==> src/rtl/cwtg_pkg.sv <==
// Package: shared types, constants and saturation helpers for the CW tone generator.
`timescale 1ns / 1ps
package cwtg_pkg;

    localparam int SHAPE_DEPTH = 256;
    localparam int COUNT_WIDTH = 24;
    localparam int SHAPE_AW    = $clog2(SHAPE_DEPTH);
    localparam int RAMP_W      = SHAPE_AW + 1;

    localparam logic [1:0] MODE_TICK  = 2'd0;
    localparam logic [1:0] MODE_SHAPE = 2'd1;
    localparam logic [1:0] MODE_KEY   = 2'd2;

    localparam logic [2:0] REG_VOLUME   = 3'd0;
    localparam logic [2:0] REG_ROT_RE   = 3'd1;
    localparam logic [2:0] REG_ROT_IM   = 3'd2;
    localparam logic [2:0] REG_IQ_GAIN  = 3'd3;
    localparam logic [2:0] REG_IQ_PHASE = 3'd4;
    localparam logic [2:0] REG_SHAPE_LEN = 3'd5;

    typedef enum logic [3:0] {
        S_IDLE, S_T1, S_T2, S_T3, S_A1, S_A2, S_C1, S_C2, S_ZERO
    } cwtg_state_t;

    typedef enum logic [3:0] {
        DP_NONE, DP_T1, DP_T2, DP_T3, DP_A1, DP_A2, DP_C1, DP_OUT, DP_ZERO
    } cwtg_step_t;

    typedef struct packed {
        cwtg_step_t step;
        logic       shape_we;
        logic       key_load;
    } cwtg_cmd_t;

    typedef struct packed {
        logic active;
    } cwtg_status_t;

    function automatic logic signed [31:0] sat32(input logic signed [35:0] x);
        if (x > 36'sd2147483647)
            return 32'sh7fffffff;
        else if (x < -36'sd2147483648)
            return 32'sh80000000;
        else
            return x[31:0];
    endfunction

    function automatic logic signed [15:0] sat16(input logic signed [33:0] x);
        if (x > 34'sd32767)
            return 16'sh7fff;
        else if (x < -34'sd32768)
            return 16'sh8000;
        else
            return x[15:0];
    endfunction

endpackage

==> src/rtl/cwtg_ctrl.sv <==
// Controller: sequences one item through the datapath and owns the handshakes.
`timescale 1ns / 1ps
module cwtg_ctrl (
    input  logic                   clk,
    input  logic                   rst_n,
    input  logic                   in_valid,
    output logic                   in_ready,
    input  logic [1:0]             mode,
    output logic                   out_valid,
    input  logic                   out_ready,
    input  cwtg_pkg::cwtg_status_t status,
    output cwtg_pkg::cwtg_cmd_t    cmd
);
    import cwtg_pkg::*;

    cwtg_state_t state_reg, state_next;
    logic        out_valid_reg, out_valid_next;
    logic        accept, out_free;

    assign in_ready  = (state_reg == S_IDLE);
    assign accept    = in_valid && in_ready;
    assign out_free  = !out_valid_reg || out_ready;
    assign out_valid = out_valid_reg;

    always_ff @(posedge clk or negedge rst_n)
    begin
        if (!rst_n)
        begin
            state_reg     <= S_IDLE;
            out_valid_reg <= 1'b0;
        end
        else
        begin
            state_reg     <= state_next;
            out_valid_reg <= out_valid_next;
        end
    end

    always_comb
    begin
        state_next     = state_reg;
        out_valid_next = out_valid_reg && !out_ready;
        cmd.step       = DP_NONE;
        cmd.shape_we   = accept && (mode == MODE_SHAPE);
        cmd.key_load   = accept && (mode == MODE_KEY);
        unique case (state_reg)
            S_IDLE:
            begin
                if (accept && mode == MODE_TICK)
                    state_next = status.active ? S_T1 : S_ZERO;
            end
            S_T1:
            begin
                cmd.step   = DP_T1;
                state_next = S_T2;
            end
            S_T2:
            begin
                cmd.step   = DP_T2;
                state_next = S_T3;
            end
            S_T3:
            begin
                cmd.step   = DP_T3;
                state_next = S_A1;
            end
            S_A1:
            begin
                cmd.step   = DP_A1;
                state_next = S_A2;
            end
            S_A2:
            begin
                cmd.step   = DP_A2;
                state_next = S_C1;
            end
            S_C1:
            begin
                cmd.step   = DP_C1;
                state_next = S_C2;
            end
            S_C2:
            begin
                if (out_free)
                begin
                    cmd.step       = DP_OUT;
                    out_valid_next = 1'b1;
                    state_next     = S_IDLE;
                end
            end
            S_ZERO:
            begin
                if (out_free)
                begin
                    cmd.step       = DP_ZERO;
                    out_valid_next = 1'b1;
                    state_next     = S_IDLE;
                end
            end
            default:
            begin
                state_next = S_IDLE;
            end
        endcase
    end

    a_turn_seq: assert property (@(posedge clk) disable iff (!rst_n)
        state_reg == S_T1 |=> state_reg == S_T2)
        else $error("oscillator turn sequence broken");

    a_tick_start: assert property (@(posedge clk) disable iff (!rst_n)
        (in_valid && in_ready && mode == MODE_TICK) |=>
        (state_reg == S_T1 || state_reg == S_ZERO))
        else $error("tick item did not start");

    a_result: assert property (@(posedge clk) disable iff (!rst_n)
        (state_reg == S_C2 && out_free) |=> (out_valid_reg && state_reg == S_IDLE))
        else $error("result not presented");

    a_no_overwrite: assert property (@(posedge clk) disable iff (!rst_n)
        (cmd.step == DP_OUT || cmd.step == DP_ZERO) |-> out_free)
        else $error("waiting result overwritten");
endmodule

==> config.mk <==
export PLATFORM = sky130hd
export DESIGN_NAME = cwtg_ctrl
export DESIGN_NICKNAME = d
export VERILOG_FILES = /design/src/rtl/cwtg_pkg.sv /design/src/rtl/cwtg_ctrl.sv
export SDC_FILE = /design/constraint.sdc
export NUM_CORES = 1
export LEC_CHECK = 0
export BUFFER_PORTS_ARGS = -buffer_cell sky130_fd_sc_hd__buf_2
export CAP_MARGIN = 20
export CORE_AREA = 10 10 47 49
export CTS_CLUSTER_DIAMETER = 40
export DETAILED_ROUTE_END_ITERATION = 16
export DIE_AREA = 0 0 57 59
export HOLD_SLACK_MARGIN = 0.03
export PLACE_DENSITY = 0.48
export SYNTH_ARGS = -nofsm -noshare
export SYNTH_HDL_FRONTEND = slang
export SYNTH_SLANG_ARGS = --single-unit
==> constraint.sdc <==
create_clock -name clk -period 1.3 [get_ports clk]
set_input_delay 0.13 -clock clk [delete_from_list [all_inputs] [get_ports clk]]
set_output_delay 0.13 -clock clk [all_outputs]
set_load 0.02 [all_outputs]
==> results.md, run 1 <==
- Synth async-reset ratio: 1.00
- FMAX: 666 MHz
- Sw frac: 0.429
- Die area: 3360 um^2
- Clk sink count: 5
- Fin Clk Skew: 0.114 ps
- Area growth from synthesis to layout: 85.4%
- DP Worst Slack: 14.4 ps
- Seq/Total Area, Yosys: 0.385
- Critical path arrival: 1370 ps
- Via count: 405
- Worst-path clk slew: 40 ps
- Most used flip-flop cell after synthesis: dfrtp_1
- Initial core utilization: 0.232
- Cell variety after synth: 20
- Fin area: 603 um^2
- Ys Warns: 0
- Unrepaired setup endpoints after global routing: true
- Top cells by area, synth: dfrtp_1, nor4_4, and4b_1, a211oi_1, inv_1
- CTS tree: done
- Setup violators final: 7
- #FFs+latches synth: 5
- DP Area: 455 um^2
- Crit share post-route: 1.15
- Comb pwr share: 0.609
- GPL Wtd Cong: 0.718
- Rows: 14
- GRT overflow: 0
- Residual DRC: 0
- Cell Count, Final, Fillers Out: 79
- Lkg Pwr: 0.277 nW
- Number of DRC markers in iteration 0: 2
- Slew Viols, Final: 0
- N_diodes: 0
- Largest net degree at the start of global routing: 8
- Max clock buf depth: 2
- FILL cells: 152
- WL per Instance: 14.7 um
- Min cycle time layout: 1500 ps
- Die Wd: 57 um
- Detailed Place HPWL: 781 um
- Worst slew pin tran: 268 ps
- Worst vdd ir: 0.700 mV
- Clk root buf: clkbuf_4
- I/O pin count: 15
- Synth top cells by count: dfrtp_1, inv_1
- Final Hold Fails: 0
- Num CTS Buffers: 3
- First-pass iteration count of the detailed router: 2
- Most frequent cell after synthesis: dfrtp_1
- GRT Util Overall: 0.0659
- Syn Nets: 43
- Die extent in y: 59 um
- First-pass GRT wire length: 1730 um
- Synth top area share: 0.385
- Relative slew slack: 0.821
- Cell accounting for the most synthesized area: dfrtp_1
- Status: complete, but fails checks
- Avg Inst Size Synth: 9.04 um^2
- Max-cap violations: 0
- Power Dens Cells: 2210 nW/um^2
- Detail Route Antenna Nets: 0
- Setup CP Type: reg2out
- CP Launch Type: register
- Seq pwr share: 0.254
- Slack of the critical path: -201 ps
- Via/cell ratio: 5.13
- Worst hold path class: in2reg
- Antenna violations before repair: 0
- Largest register FFs: 4
- Hold Worst Slack: 174 ps
- Failing checks: negative setup slack
- Synth Instances: 36
- Sw Pwr: 0.000573 W
- Fin nets: 71
- Total wire length: 1160 um
- Worst skew pair latency: 240 ps
- IO Port Bufs: 14
- H-tree depth: 1
- Placed insts: 69
- Critical Path RT: 1170 ps
- Worst setup EP type: output port
- Post-synth EDFFs: 0
- Clock share of power: 0.137
- Vias in the first global route: 382
- Share of cells above drive strength 1: 0.619
- Worst-path maximum fanout: 5
- Post-Syn Area: 325 um^2
- Final total power: 0.00134 W
- Core area: 1400 um^2
- Internal power: 0.000762 W
-- logic make-up after synthesis --
| family | count (synthesis) | share of synthesized area |
|---|---|---|
| buffers and inverters | 6 | 0.0846 |
| AND/OR/NAND/NOR | 16 | 0.338 |
| AO/OA/AOI/OAI | 9 | 0.192 |
| flip-flops | 5 | 0.385 |
-- cell type report --
cell class / instances / area [um^2] / share of cell area
clock buffer: 4 / 26.3 / 0.0436
inverter: 4 / 15.0 / 0.0249
multi-input combinational: 25 / 218 / 0.361
sequential: 5 / 129 / 0.214
tap: 16 / 20.0 / 0.0332
timing repair buffer: 25 / 195 / 0.324
-- layer usage --
| metal | wire (um) | track usage |
|---|---|---|
| met1 | 471 | 0.0742 |
| met2 | 579 | 0.0899 |
| met3 | 103 | 0.0365 |
| met4 | 6 | 0.0503 |
| met5 | 0 | 0 |
-- worst paths after layout --
check	slack, ps	endpoint	cells past startpoint	from
min in group asynchronous	230	state_reg[0]	2	rst_n
max in group asynchronous	920	state_reg[1]	2	rst_n
min	170	out_valid	2	out_ready
max	-200	cmd[0]	3	state_reg[1]
min reg2reg	620	out_valid	2	out_valid
max reg2reg	130	state_reg[2]	5	state_reg[2]
-- timing repair --
| item | CTS | global route |
|---|---|---|
| endpoints found under the setup margin | 7 | 7 |
| endpoints found under the hold margin | 5 | 0 |
| resized for setup | 11 | 10 |
| hold buffers | 1 | 0 |
| setup buffers | 1 | 4 |
| pin swaps | 5 | 3 |
-- layout by cell type (no fill, tap or decap), types with 2 or more instances in the layout --
master / instances
and4b_2: 2
a31oi_1: 2
buf_4: 11
a211oi_1: 2
clkbuf_4: 3
buf_6: 6
nor2_1: 2
dfrtp_2: 3
inv_1: 4
dfrtp_1: 2
buf_2: 7
nand2_1: 2
-- stage by stage --
stage,util,TNS (ps)
6_report,0.430,-840
5_1_grt,0.430,-1310
4_1_cts,0.379,-830
3_5_place_dp,0.325,0
3_3_place_gp,0.325,0
2_1_floorplan,-,-165
-- power groups by stage --
stage | clock network [W] | logic, W | registers [W]
finish | 0.000183 | 0.000813 | 0.000340
global route | 0.000201 | 0.000881 | 0.000352
CTS | 0.000194 | 0.000668 | 0.000311
detailed placement | 0 | 0.000563 | 0.000329
global placement | 0 | 0.000567 | 0.000330
floorplan | 0 | 0.000338 | 0.000340
-- critical path, cell delays in order (launching register included) --
cell	delay, ps
dfrtp_2	450
nor4_4	290
and4b_2	270
buf_6	120
Power figures use the tool's default switching activity.
==> run 2: changes to the inputs <==
--- a/config.mk
+++ b/config.mk
@@ -13,6 +13,7 @@
 export DIE_AREA = 0 0 57 59
 export HOLD_SLACK_MARGIN = 0.03
 export PLACE_DENSITY = 0.48
+export SKIP_CTS_REPAIR_TIMING = 1
 export SYNTH_ARGS = -nofsm -noshare
 export SYNTH_HDL_FRONTEND = slang
 export SYNTH_SLANG_ARGS = --single-unit
==> constraint.sdc (replaced) <==
create_clock -name clk -period 1.3 [get_ports clk]
set_input_delay 0.26 -clock clk [delete_from_list [all_inputs] [get_ports clk]]
set_output_delay 0.26 -clock clk [all_outputs]
set_load 0.02 [all_outputs]
==> run 2 against run 1 <==
The run still ends with negative setup slack left. Sequential share of layout area hardly changed. Total power is 1.3% lower. Clock skew is 11 ps higher. Critical path depth stayed put. Maximum frequency is 8.0% lower. Die area stayed put. Sequential power is 3% lower. Combinational power is 2% lower. Utilization is 0.80 points higher. Setup slack worse by 130 ps. Flip-flop and latch count stayed put. Largest cell class is now non-clock buffers.
==> results.md, run 2 (synthesis results as in run 1) <==
- Share of cells above drive strength 1: 0.652 (+0.0325)
- Comb pwr share: 0.605 (-0.004)
- Die area: 3360 um^2 (unchanged)
- Via/cell ratio: 4.73 (-7.7%)
- Largest register FFs: 4 (unchanged)
- Core area: 1400 um^2 (unchanged)
- Critical path arrival: 1370 ps (about the same)
- Critical Path RT: 1040 ps (-130 ps)
- Worst-path maximum fanout: 4 (-1)
- N_diodes: 0 (unchanged)
- Seq pwr share: 0.250 (-0.004)
- Worst skew pair latency: 250 ps (about the same)
- Most frequent cells in the layout: buf_4, buf_2, dfrtp_2, buf_6, inv_1
- Detailed Place HPWL: 852 um (+9.0%)
- Die Wd: 57 um (unchanged)
- GRT Util Overall: 0.0681 (+0.00223)
- Relative slew slack: 0.800 (-0.0208)
- Rows: 14 (unchanged)
- Slack of the critical path: -332 ps (-131 ps)
- Worst slew pin tran: 299 ps (+31.2 ps)
- Residual DRC: 0 (unchanged)
- Worst setup EP type: output port
- Post-Route Setup TNS: -1720 ps (-878 ps)
- Worst hold path class: in2reg
- Largest net degree at the start of global routing: 9 (+1)
- WL per Instance: 13.9 um (-5.7%)
- Setup CP Type: reg2out
- Final Hold Fails: 0 (unchanged)
- FMAX: 613 MHz (-8.0%)
- DP Area: 507 um^2 (+11%)
- Internal power: 0.000765 W (+0.46%)
- GRT overflow: 0 (unchanged)
- First-pass GRT wire length: 1760 um (+1.6%)
- Unrepaired setup endpoints after global routing: true
- Setup violators final: 7 (unchanged)
- Detail Route Antenna Nets: 0 (unchanged)
- First-pass iteration count of the detailed router: 4 (+2)
- Sw frac: 0.419 (-0.00993)
- Initial core utilization: 0.232 (unchanged)
- H-tree depth: 1 (unchanged)
- Fin nets: 74 (+4.2%)
- IO Port Bufs: 14 (unchanged)
- I/O pin count: 15 (unchanged)
- Max-cap violations: 0 (unchanged)
- Power Dens Cells: 2150 nW/um^2 (-3.1%)
- Total wire length: 1140 um (-2.2%)
- Status: complete, but fails checks
- Area growth from synthesis to layout: 88.8%
- Min cycle time layout: 1630 ps (+131 ps)
- Final total power: 0.00132 W (-1.3%)
- GPL Wtd Cong: 0.765 (+6.5%)
- Clock share of power: 0.145 (+0.008)
- Fin area: 614 um^2 (+1.9%)
- Clk root buf: clkbuf_4
- Antenna violations before repair: 0 (unchanged)
- Vias in the first global route: 373 (-2.4%)
- Failing checks: negative setup slack
- Die extent in y: 59 um (unchanged)
- Max clock buf depth: 2 (unchanged)
- Lkg Pwr: 0.286 nW (+3.4%)
- Crit share post-route: 1.26 (+0.101)
- Clk sink count: 5 (unchanged)
- CTS tree: done
- Post-Route Utilization: 0.438 (+0.00804)
- Fin Clk Skew: 10.6 ps (+10.5 ps)
- Num CTS Buffers: 3 (unchanged)
- Via count: 388 (-4.2%)
- Slew Viols, Final: 0 (unchanged)
- CP Launch Type: register
- Number of DRC markers in iteration 0: 9 (+7)
- Worst vdd ir: 0.951 mV (+36%)
- Commonest non-fill, non-tap cell in the layout: buf_4
- Sw Pwr: 0.000553 W (-3.5%)
- Worst-path clk slew: 50 ps (about the same)
==> run 2: final timing paths <==
check	to	slack [ps]	startpoint	depth (start not counted)
worst max-delay path	cmd[1]	-330	state_reg[2]	3
worst min-delay path	out_valid	280	out_ready	2
worst max register to register	state_reg[3]	140	out_valid	5
worst min register to register	state_reg[3]	630	state_reg[0]	2
max in group asynchronous	state_reg[1]	770	rst_n	2
min in group asynchronous	out_valid	360	rst_n	2
==> run 2: cell type report <==
cell class                 instances  area, um^2
inverter                           4        15.0
tap                               16        20.0
fill                             157         787
clock buffer                       4        26.3
multi-input combinational         25         210
sequential                         5         131
timing repair buffer              28         211
==> run 2: per-stage QoR <==
step / std cells / hold WS, ps / setup slack, ps
after floorplan: 36 / -35.6 / -203
after detailed placement: 74 / 90.3 / -110
final: 82 / 277 / -332
after global routing: 82 / 291 / -381
after CTS: 78 / -183 / -395
after global placement: 74 / 88.3 / -129
==> run 2: critical path, cell delays in order (launching register included) <==
cell and delay (ps):
dfrtp_2 440, nor4_4 300, and4b_2 270, buf_6 120
==> run 2: routing by layer <==
| metal | up-vias | GRT usage | part of all wire |
|---|---|---|---|
| li1 | 192 | - | - |
| met1 | 186 | 0.0767 | 0.43 |
| met2 | 8 | 0.0915 | 0.51 |
| met3 | 2 | 0.0279 | 0.040 |
| met4 | 0 | 0.0705 | 0.024 |
| met5 | - | 0 | 0 |
==> run 2: power by group through the flow <==
stage	clock, W	combinational, W	sequential [W]
floorplan	0	0.000365	0.000351
global placement	0	0.000659	0.000338
detailed placement	0	0.000656	0.000340
CTS	0.000200	0.000660	0.000337
global route	0.000206	0.000879	0.000335
finish	0.000191	0.000798	0.000330
